File: src/hw/rtl/ght_pkg.sv
`timescale 1ns / 1ps

package ght_pkg;

  localparam int KEY_W  = 32;
  localparam int PGEN_W = 16;
  localparam int GEN_W  = 9;
  localparam int SLOT_W = 7;
  localparam int TOK_W  = GEN_W + SLOT_W;
  localparam int REQ_W  = 3;

  localparam logic [GEN_W-1:0] GEN_MAX = 9'h1FF;

  localparam logic [REQ_W-1:0] REQ_FIND    = 3'd0;
  localparam logic [REQ_W-1:0] REQ_ACQUIRE = 3'd1;
  localparam logic [REQ_W-1:0] REQ_RELEASE = 3'd2;
  localparam logic [REQ_W-1:0] REQ_CHECK   = 3'd3;
  localparam logic [REQ_W-1:0] REQ_RESOLVE = 3'd4;

  typedef struct packed {
    logic [KEY_W-1:0]  key;
    logic [PGEN_W-1:0] pgen;
    logic [GEN_W-1:0]  gen;
  } slot_word_t;

  // one slot as seen by the sequencer, in the cycle after its address was issued
  typedef struct packed {
    slot_word_t word;
    logic       active;
    logic       retired;
  } slot_rd_t;

  typedef struct packed {
    logic              mem_en;
    logic              set_act;
    logic              clr_act;
    logic              set_ret;
    logic [SLOT_W-1:0] addr;
    slot_word_t        word;
  } slot_wr_t;

  function automatic logic [TOK_W-1:0] make_token(input logic [SLOT_W-1:0] slot,
                                                  input logic [GEN_W-1:0]  gen);
    return {gen, slot + 7'd1};
  endfunction

endpackage

File: src/hw/rtl/ght_slot_store.sv
`timescale 1ns / 1ps

module ght_slot_store import ght_pkg::*; #(
  parameter int SLOT_COUNT = 64
) (
  input  logic                 clk,
  input  logic                 rst_n,
  input  logic [SLOT_W-1:0]    rd_addr,
  output slot_rd_t             rd_q,
  input  slot_wr_t             wr
);

  localparam int IDX_W = (SLOT_COUNT > 1) ? $clog2(SLOT_COUNT) : 1;

  slot_word_t             mem [SLOT_COUNT];
  slot_word_t             rd_word_r;
  logic [IDX_W-1:0]       rd_idx_r;
  logic [SLOT_COUNT-1:0]  act_r;
  logic [SLOT_COUNT-1:0]  ret_r;
  logic [SLOT_COUNT-1:0]  gvld_r;
  logic [IDX_W-1:0]       wr_idx;
  logic [IDX_W-1:0]       rd_idx;

  assign wr_idx = wr.addr[IDX_W-1:0];
  assign rd_idx = rd_addr[IDX_W-1:0];

  always_ff @(posedge clk) begin
    if (wr.mem_en) begin
      mem[wr_idx] <= wr.word;
    end
    rd_word_r <= mem[rd_idx];
    rd_idx_r  <= rd_idx;
  end

  always_ff @(posedge clk) begin
    if (!rst_n) begin
      act_r  <= '0;
      ret_r  <= '0;
      gvld_r <= '0;
    end else begin
      if (wr.set_act) begin
        act_r[wr_idx] <= 1'b1;
      end
      if (wr.clr_act) begin
        act_r[wr_idx] <= 1'b0;
      end
      if (wr.set_ret) begin
        ret_r[wr_idx] <= 1'b1;
      end
      if (wr.mem_en) begin
        gvld_r[wr_idx] <= 1'b1;
      end
    end
  end

  // a slot never written since reset has generation zero
  always_comb begin
    rd_q.word.key  = rd_word_r.key;
    rd_q.word.pgen = rd_word_r.pgen;
    rd_q.word.gen  = gvld_r[rd_idx_r] ? rd_word_r.gen : '0;
    rd_q.active    = act_r[rd_idx_r];
    rd_q.retired   = ret_r[rd_idx_r];
  end

endmodule

File: src/hw/rtl/generational_handle_table_unit.sv
`timescale 1ns / 1ps
// Generational handle table. Binds 32-bit source keys to 16-bit tokens
// (generation in bits 15..7, slot plus one in bits 6..0).
// Requests: find, acquire, release, check token, resolve token. A request is
// accepted on a rising edge with start high and busy low; busy stays high
// while the request is worked on. Each request gives exactly one result,
// shown on the out_ ports for one cycle with out_valid high; the receiver
// takes it at the edge ending that cycle and cannot hold it off.
// Key requests scan the slot RAM one slot per cycle through its single
// registered read port; acquire of a new key scans a second time. Check
// and resolve read one slot. A request rejected up front (zero key, bad
// slot field, unknown type) strobes the cycle after accept.
// A new request may be accepted in the cycle its predecessor's result shows.
// Reset clears all slots at once (active, retired and generation-valid
// flags); no clearing pass is needed.
module generational_handle_table_unit import ght_pkg::*; #(
  parameter int SLOT_COUNT = 64
) (
  input  logic              clk,
  input  logic              rst_n,
  input  logic              start,
  output logic              busy,
  input  logic [REQ_W-1:0]  in_req_type,
  input  logic [KEY_W-1:0]  in_source_key,
  input  logic [PGEN_W-1:0] in_package_gen,
  input  logic [TOK_W-1:0]  in_token_in,
  output logic              out_valid,
  output logic              out_ok,
  output logic [TOK_W-1:0]  out_token_out,
  output logic [GEN_W-1:0]  out_generation_out,
  output logic [KEY_W-1:0]  out_resolved_key
);

  localparam int IDX_W = (SLOT_COUNT > 1) ? $clog2(SLOT_COUNT) : 1;
  localparam logic [IDX_W-1:0]  LAST_IDX  = IDX_W'(SLOT_COUNT - 1);
  localparam logic [SLOT_W-1:0] SLOT_LIM  = SLOT_W'(SLOT_COUNT);

  localparam logic [1:0] S_IDLE   = 2'd0;
  localparam logic [1:0] S_LOOKUP = 2'd1;
  localparam logic [1:0] S_ALLOC  = 2'd2;
  localparam logic [1:0] S_TOKEN  = 2'd3;

  logic [1:0]        state_r, state_nxt;
  logic [REQ_W-1:0]  req_r, req_nxt;
  logic [KEY_W-1:0]  key_r, key_nxt;
  logic [PGEN_W-1:0] pgen_r, pgen_nxt;
  logic [GEN_W-1:0]  tgen_r, tgen_nxt;
  logic              issue_r, issue_nxt;
  logic [IDX_W-1:0]  scan_r, scan_nxt;
  logic              pipe_vld_r, pipe_vld_nxt;
  logic [IDX_W-1:0]  pipe_idx_r, pipe_idx_nxt;

  logic              out_valid_r, out_valid_nxt;
  logic              out_ok_r, out_ok_nxt;
  logic [TOK_W-1:0]  out_tok_r, out_tok_nxt;
  logic [GEN_W-1:0]  out_gen_r, out_gen_nxt;
  logic [KEY_W-1:0]  out_key_r, out_key_nxt;

  slot_rd_t          rd_q;
  slot_wr_t          wr;
  logic [SLOT_W-1:0] pipe_slot;
  logic [SLOT_W-1:0] scan_slot;
  logic [SLOT_W-1:0] in_enc;

  assign pipe_slot = SLOT_W'(pipe_idx_r);
  assign scan_slot = SLOT_W'(scan_r);
  assign in_enc    = in_token_in[SLOT_W-1:0];

  ght_slot_store #(
    .SLOT_COUNT(SLOT_COUNT)
  ) u_store (
    .clk    (clk),
    .rst_n  (rst_n),
    .rd_addr(scan_slot),
    .rd_q   (rd_q),
    .wr     (wr)
  );

  always_comb begin
    logic             fin;
    logic             hit;
    logic             tok_ok;
    logic [GEN_W-1:0] gen_inc;

    state_nxt     = state_r;
    req_nxt       = req_r;
    key_nxt       = key_r;
    pgen_nxt      = pgen_r;
    tgen_nxt      = tgen_r;
    issue_nxt     = issue_r;
    scan_nxt      = scan_r;
    pipe_vld_nxt  = 1'b0;
    pipe_idx_nxt  = pipe_idx_r;
    out_valid_nxt = 1'b0;
    out_ok_nxt    = 1'b0;
    out_tok_nxt   = '0;
    out_gen_nxt   = '0;
    out_key_nxt   = '0;
    wr            = '0;
    wr.addr       = pipe_slot;
    fin           = 1'b0;
    hit           = rd_q.active && (rd_q.word.key == key_r);
    tok_ok        = rd_q.active && (rd_q.word.gen == tgen_r) && (tgen_r != '0);
    gen_inc       = rd_q.word.gen + 9'd1;

    // read pipeline: the address issued now comes back next cycle
    if (issue_r) begin
      pipe_vld_nxt = 1'b1;
      pipe_idx_nxt = scan_r;
      if (scan_r == LAST_IDX || state_r == S_TOKEN) begin
        issue_nxt = 1'b0;
      end else begin
        scan_nxt = scan_r + IDX_W'(1);
      end
    end

    unique case (state_r)
      S_IDLE: begin
        if (start) begin
          req_nxt  = in_req_type;
          key_nxt  = in_source_key;
          pgen_nxt = in_package_gen;
          tgen_nxt = in_token_in[TOK_W-1:SLOT_W];
          case (in_req_type) inside
            REQ_FIND, REQ_ACQUIRE, REQ_RELEASE: begin
              if (in_source_key == '0) begin
                fin = 1'b1;
              end else begin
                state_nxt = S_LOOKUP;
                scan_nxt  = '0;
                issue_nxt = 1'b1;
              end
            end
            REQ_CHECK, REQ_RESOLVE: begin
              if (in_enc == '0 || in_enc > SLOT_LIM) begin
                fin = 1'b1;
              end else begin
                state_nxt = S_TOKEN;
                scan_nxt  = IDX_W'(in_enc - 7'd1);
                issue_nxt = 1'b1;
              end
            end
            default: fin = 1'b1;
          endcase
        end
      end

      S_LOOKUP: begin
        if (pipe_vld_r) begin
          if (hit) begin
            fin = 1'b1;
            case (req_r)
              REQ_FIND: begin
                out_ok_nxt  = 1'b1;
                out_tok_nxt = make_token(pipe_slot, rd_q.word.gen);
              end
              REQ_ACQUIRE: begin
                if (rd_q.word.pgen == pgen_r) begin
                  out_ok_nxt  = 1'b1;
                  out_tok_nxt = make_token(pipe_slot, rd_q.word.gen);
                end
              end
              default: begin
                // release keeps the generation, clears key and package gen
                wr.mem_en   = 1'b1;
                wr.clr_act  = 1'b1;
                wr.word.gen = rd_q.word.gen;
                out_ok_nxt  = 1'b1;
              end
            endcase
          end else if (pipe_idx_r == LAST_IDX) begin
            if (req_r == REQ_ACQUIRE) begin
              state_nxt    = S_ALLOC;
              scan_nxt     = '0;
              issue_nxt    = 1'b1;
              pipe_vld_nxt = 1'b0;
            end else begin
              fin = 1'b1;
            end
          end
        end
      end

      S_ALLOC: begin
        if (pipe_vld_r) begin
          if (!rd_q.active && !rd_q.retired && rd_q.word.gen != GEN_MAX) begin
            fin          = 1'b1;
            wr.mem_en    = 1'b1;
            wr.set_act   = 1'b1;
            wr.word.key  = key_r;
            wr.word.pgen = pgen_r;
            wr.word.gen  = gen_inc;
            out_ok_nxt   = 1'b1;
            out_tok_nxt  = make_token(pipe_slot, gen_inc);
          end else begin
            // worn-out free slot stays retired even if the acquire fails
            wr.set_ret = !rd_q.active && !rd_q.retired;
            fin        = (pipe_idx_r == LAST_IDX);
          end
        end
      end

      S_TOKEN: begin
        if (pipe_vld_r) begin
          fin = 1'b1;
          if (req_r == REQ_CHECK) begin
            if (tok_ok) begin
              out_ok_nxt  = 1'b1;
              out_gen_nxt = rd_q.word.gen;
            end
          end else if (tok_ok && rd_q.word.pgen == pgen_r) begin
            out_ok_nxt  = 1'b1;
            out_key_nxt = rd_q.word.key;
          end
        end
      end

      default: state_nxt = S_IDLE;
    endcase

    if (fin) begin
      state_nxt     = S_IDLE;
      issue_nxt     = 1'b0;
      pipe_vld_nxt  = 1'b0;
      out_valid_nxt = 1'b1;
    end
  end

  always_ff @(posedge clk) begin
    if (!rst_n) begin
      state_r     <= S_IDLE;
      issue_r     <= 1'b0;
      pipe_vld_r  <= 1'b0;
      out_valid_r <= 1'b0;
    end else begin
      state_r     <= state_nxt;
      issue_r     <= issue_nxt;
      pipe_vld_r  <= pipe_vld_nxt;
      out_valid_r <= out_valid_nxt;
    end
  end

  always_ff @(posedge clk) begin
    req_r      <= req_nxt;
    key_r      <= key_nxt;
    pgen_r     <= pgen_nxt;
    tgen_r     <= tgen_nxt;
    scan_r     <= scan_nxt;
    pipe_idx_r <= pipe_idx_nxt;
    out_ok_r   <= out_ok_nxt;
    out_tok_r  <= out_tok_nxt;
    out_gen_r  <= out_gen_nxt;
    out_key_r  <= out_key_nxt;
  end

  assign busy               = (state_r != S_IDLE);
  assign out_valid          = out_valid_r;
  assign out_ok             = out_ok_r;
  assign out_token_out      = out_tok_r;
  assign out_generation_out = out_gen_r;
  assign out_resolved_key   = out_key_r;

  a_fail_zero: assert property (@(posedge clk) disable iff (!rst_n)
    out_valid && !out_ok |->
      out_token_out == '0 && out_generation_out == '0 && out_resolved_key == '0)
    else $error("failed transfer carries nonzero fields");

  a_zero_key: assert property (@(posedge clk) disable iff (!rst_n)
    start && !busy && in_source_key == '0 &&
    (in_req_type == REQ_FIND || in_req_type == REQ_ACQUIRE || in_req_type == REQ_RELEASE)
    |=> out_valid && !out_ok)
    else $error("zero key request did not fail at once");

  a_strobe_idle: assert property (@(posedge clk) disable iff (!rst_n)
    out_valid |-> !busy)
    else $error("result strobed while still busy");

  a_alloc_req: assert property (@(posedge clk) disable iff (!rst_n)
    state_r == S_ALLOC |-> req_r == REQ_ACQUIRE)
    else $error("slot allocation scan outside an acquire");

endmodule

File: config.mk
export PLATFORM = sky130hd
export DESIGN_NAME = generational_handle_table_unit
export DESIGN_NICKNAME = d
export VERILOG_FILES = /design/src/hw/rtl/ght_pkg.sv /design/src/hw/rtl/ght_slot_store.sv /design/src/hw/rtl/generational_handle_table_unit.sv
export SDC_FILE = /design/constraint.sdc
export NUM_CORES = 2
export LEC_CHECK = 0
export BUFFER_PORTS_ARGS = -buffer_cell sky130_fd_sc_hd__buf_2
export CAP_MARGIN = 15
export CELL_PAD_IN_SITES_DETAIL_PLACEMENT = 0
export CELL_PAD_IN_SITES_GLOBAL_PLACEMENT = 2
export CORE_MARGIN = 4
export CORE_UTILIZATION = 45
export DETAILED_ROUTE_END_ITERATION = 8
export GPL_ROUTABILITY_DRIVEN = 0
export GPL_TIMING_DRIVEN = 0
export PLACE_DENSITY_LB_ADDON = 0.1
export SLEW_MARGIN = 5
export SYNTH_ARGS = -nofsm -noshare
export SYNTH_HDL_FRONTEND = slang
export SYNTH_SLANG_ARGS = --single-unit
File: constraint.sdc
create_clock -name clk -period 7.3 [get_ports clk]
set_clock_uncertainty 0.05 [all_clocks]
set_input_delay 0.73 -clock clk [delete_from_list [all_inputs] [get_ports clk]]
set_output_delay 0.73 -clock clk [all_outputs]
set_load 0.01 [all_outputs]
==> results.tsv <==
stage	metric	value	unit
sta	finalCriticalPeriod	7.09	ns
worst_setup_path	worstSetupStartpointType	flip-flop	
clocking	clock_sinks	4038	
place	pre_cts_slack	-0.600	ns
synthesis	ys_types	60	
worst_setup_path	startpoint	u_store.rd_idx_r[1]	
power	finalPower	0.0565	W
floorplanning	io_pins	130	
sta	relSlewSlack	10.7	%
worst_setup_path	reg2reg_from	u_store.rd_idx_r[1]	
worst_setup_path	crit_type	reg2reg	
worst_setup_path	cp-end-kind	flip-flop	
hold_path	hp-start	in_source_key[14]	
synthesis	syn_avg_cell_area	23.1	sq um
synthesis	async_flop_share	0	%
synthesis	synth_seq_area_share	76.8	%
grt	grt_pass1_vias	77100	
sta	timing.fmax	141	MHz
clocking	clkLatencyLatePin	0.97	ns
synthesis	synthFlopType	edfxtp_1	
clocking	root_buffer	clkbuf_16	
sta	finalHoldWorstSlack	0.0954	ns
sta	worst_pin_slew	1.33	ns
worst_setup_path	crit_required	7.84	ns
sta	period_share	97.1	%
finish	area_growth	16.8	%
worst_setup_path	path_max_fanout	32	
power	vdd_drop_max	0.223	mV
synthesis	synth_most_common_cell	edfxtp_1	
finish	drive_gt1_share	30.7	%
run	cap_viol_max_count	0	
clocking	path_clk_slew	0.06	ns
sta	setup_ws	0.213	ns
synthesis	syn_inst	6662	
run_status	outcome	completed	
sta	setup_viol	0	
floorplanning	die_w	592	microns
grt	grt_max_degree	65	
synthesis	ys_ff_latch	4038	
routing	drt-total-wl	469000	microns
sta	hold_viol	0	
synthesis	ys_warn_count	0	
finish	fin_util	52.8	%
floorplanning	fp-row-count	214	
clocking	htree_num_levels	5	
clocking	cts_tree	built	
finish	nets	7579	
power	power_density	315	mW/mm^2
hold_path	hold_path_class	in2reg	
routing	vias_per_cell	6.15	
synthesis	synth_largest_area_cell	edfxtp_1	
worst_setup_path	crit_arrival	7.63	ns
place	hpwl	313000	microns
floorplanning	fp.dieArea	0.351	sq mm
routing	dr_total_vias	76400	
routing	drcViolationCount	0	
floorplanning	coreArea	0.340	sq mm
clocking	cts.path.max_buffers	4	
place	port_buffers	129	
power	p_leak	64.4	nW
sta	grt_setup_unrepaired	false	
grt	gr-total-overflow	0	
floorplanning	initial_core_util	45.2	%
synthesis	synth_nets	6743	
synthesis	synth.top_cell.area_share	72.6	%
floorplanning	die_y	592	microns
grt	grtUsageTotal	26.5	%
routing	firstDrtPassIters	6	
synthesis	synth_edf_count	3714	
synthesis	syn_area	0.154	sq mm
routing	wl_per_cell	37.8	microns
synthesis	synth_commonest_cells	edfxtp_1, mux4_2, dfxtp_1	
clocking	cts_made_buffers	422	
sta	maxSlewViolCount	0	
grt	antenna_found_initial	45	
synthesis	synth.area.top_cells	edfxtp_1, mux4_2, dfxtp_1	
grt	grt_pass1_wl	640000	microns
routing	ant_nets	0	
routing	drtIter0Drc	9390	
[power breakdown]
part / internal (W) / total (W) / switching [W]
logic: 0.00399 / 0.0104 / 0.00639
clock network: 0.0121 / 0.0210 / 0.00892
registers: 0.0250 / 0.0251 / 0.000127
total: 0.0411 / 0.0565 / 0.0154
[final cells by class]
cell class / instances / area [sq um]
fillers: 26300 / 161000
clock inverters: 226 / 1970
clock buffers: 552 / 11400
plain buffers: 387 / 1670
diodes: 22 / 55.1
well taps: 4536 / 5680
flip-flops and latches: 4038 / 118000
inverters: 23 / 90.1
multi-input cells: 2215 / 34500
repair buffers: 411 / 6040
[worst max-delay path, stage by stage (launching register included)]
cell and delay [ns]:
dfxtp_1 0.30, clkbuf_1 0.32, buf_2 0.51, nor2b_1 0.20, buf_1 0.46, a22oi_1 0.15
a211oi_1 0.41, o41ai_2 0.25, and2_1 0.24, buf_4 0.16, nand2_1 0.12, inv_1 0.08
ha_1 0.24, and3_1 0.21, nand2_1 0.09, nor2_1 0.05, ha_1 0.33, nand3b_1 0.24
nor4_2 0.30, nand2b_1 0.16, buf_2 0.28, buf_2 0.31, and3_4 0.71, buf_16 0.30
[metal layers]
metal	vias to the layer above	global-route usage [%]	wire length (microns)
met3	614	4.39	35200
met1	42100	37.9	193000
met4	14	7.20	13100
met5	-	0	93
li1	30200	-	-
met2	3384	42.9	227000
[per-stage QoR]
| stage | std cells | cell area (sq um) | setup TNS [ns] |
|---|---|---|---|
| finish | 12400 | 179000 | 0 |
| global route | 12400 | 179000 | 0 |
| CTS | 12400 | 179000 | 0 |
| detailed placement | 11500 | 165000 | -172.68 |
| global placement | 11300 | 160000 | - |
| floorplan | 6662 | 154000 | 0 |
[what timing repair did]
action                     in CTS  in global routing
pin swaps                       0                  1
hold endpoints to repair       53                  0
buffers inserted                0                  2
setup endpoints to repair     893                321
gates cloned                    0                  1
hold buffers                   53                  0
gates resized for setup         6                  3
[final timing paths]
path	depth (start not counted)	end	slack, ns
min reg2reg	0	u_store.rd_idx_r[3]	0.33
max	23	u_store.mem[15][28]	0.21
max reg2reg	23	u_store.mem[15][28]	0.21
min	1	key_r[14]	0.1
[cell usage in the layout (no fill, tap or decap), drive strengths merged, types with 6 or more instances in the layout]
cell type	synthesis	final
nor2	156	156
o21ai	13	13
a22oi	17	17
clkinv	2	173
nor4	64	64
clkbuf	278	831
edfxtp	3714	3714
o21a	65	65
mux2i	43	43
nand2b	10	10
mux4	1231	1231
nor3	11	11
nand3b	9	9
nor2b	6	6
xnor2	10	10
xor2	58	58
buf	109	466
and3	74	74
a21o	9	9
nand4	12	12
bufinv	0	31
inv	21	30
ha	11	11
and2	52	52
dfxtp	324	324
a211oi	68	68
clkinvlp	0	15
diode	0	22
o22ai	7	7
a21oi	151	152
nand2	38	38
a31oi	6	6
dlygate4sd3	0	53
nand3	59	59
[cell families after synthesis]
group                    after synthesis  synth area share, %
buffers and inverters                410                 1.10
AO/OA/AOI/OAI                        352                 1.49
flip-flops                          4038                 76.8
multiplexers                        1274                 18.3
AND/OR/NAND/NOR                      509                 1.80
adder cells (fa/ha/maj)               11               0.0896
XOR/XNOR                              68                0.388
[state kept, by name, summed over array words and instances, names as in the netlist, 9 cells and up, named ones only]
signal              cells
key_r                  32
out_generation_out      9
out_resolved_key       32
out_token_out          16
pgen_r                 16
tgen_r                  9
u_store.gvld_r         64
u_store.mem          3648
u_store.rd_q           48
u_store.rd_word_r       9
u_store.ret_r          64
Power figures use the tool's default switching activity.
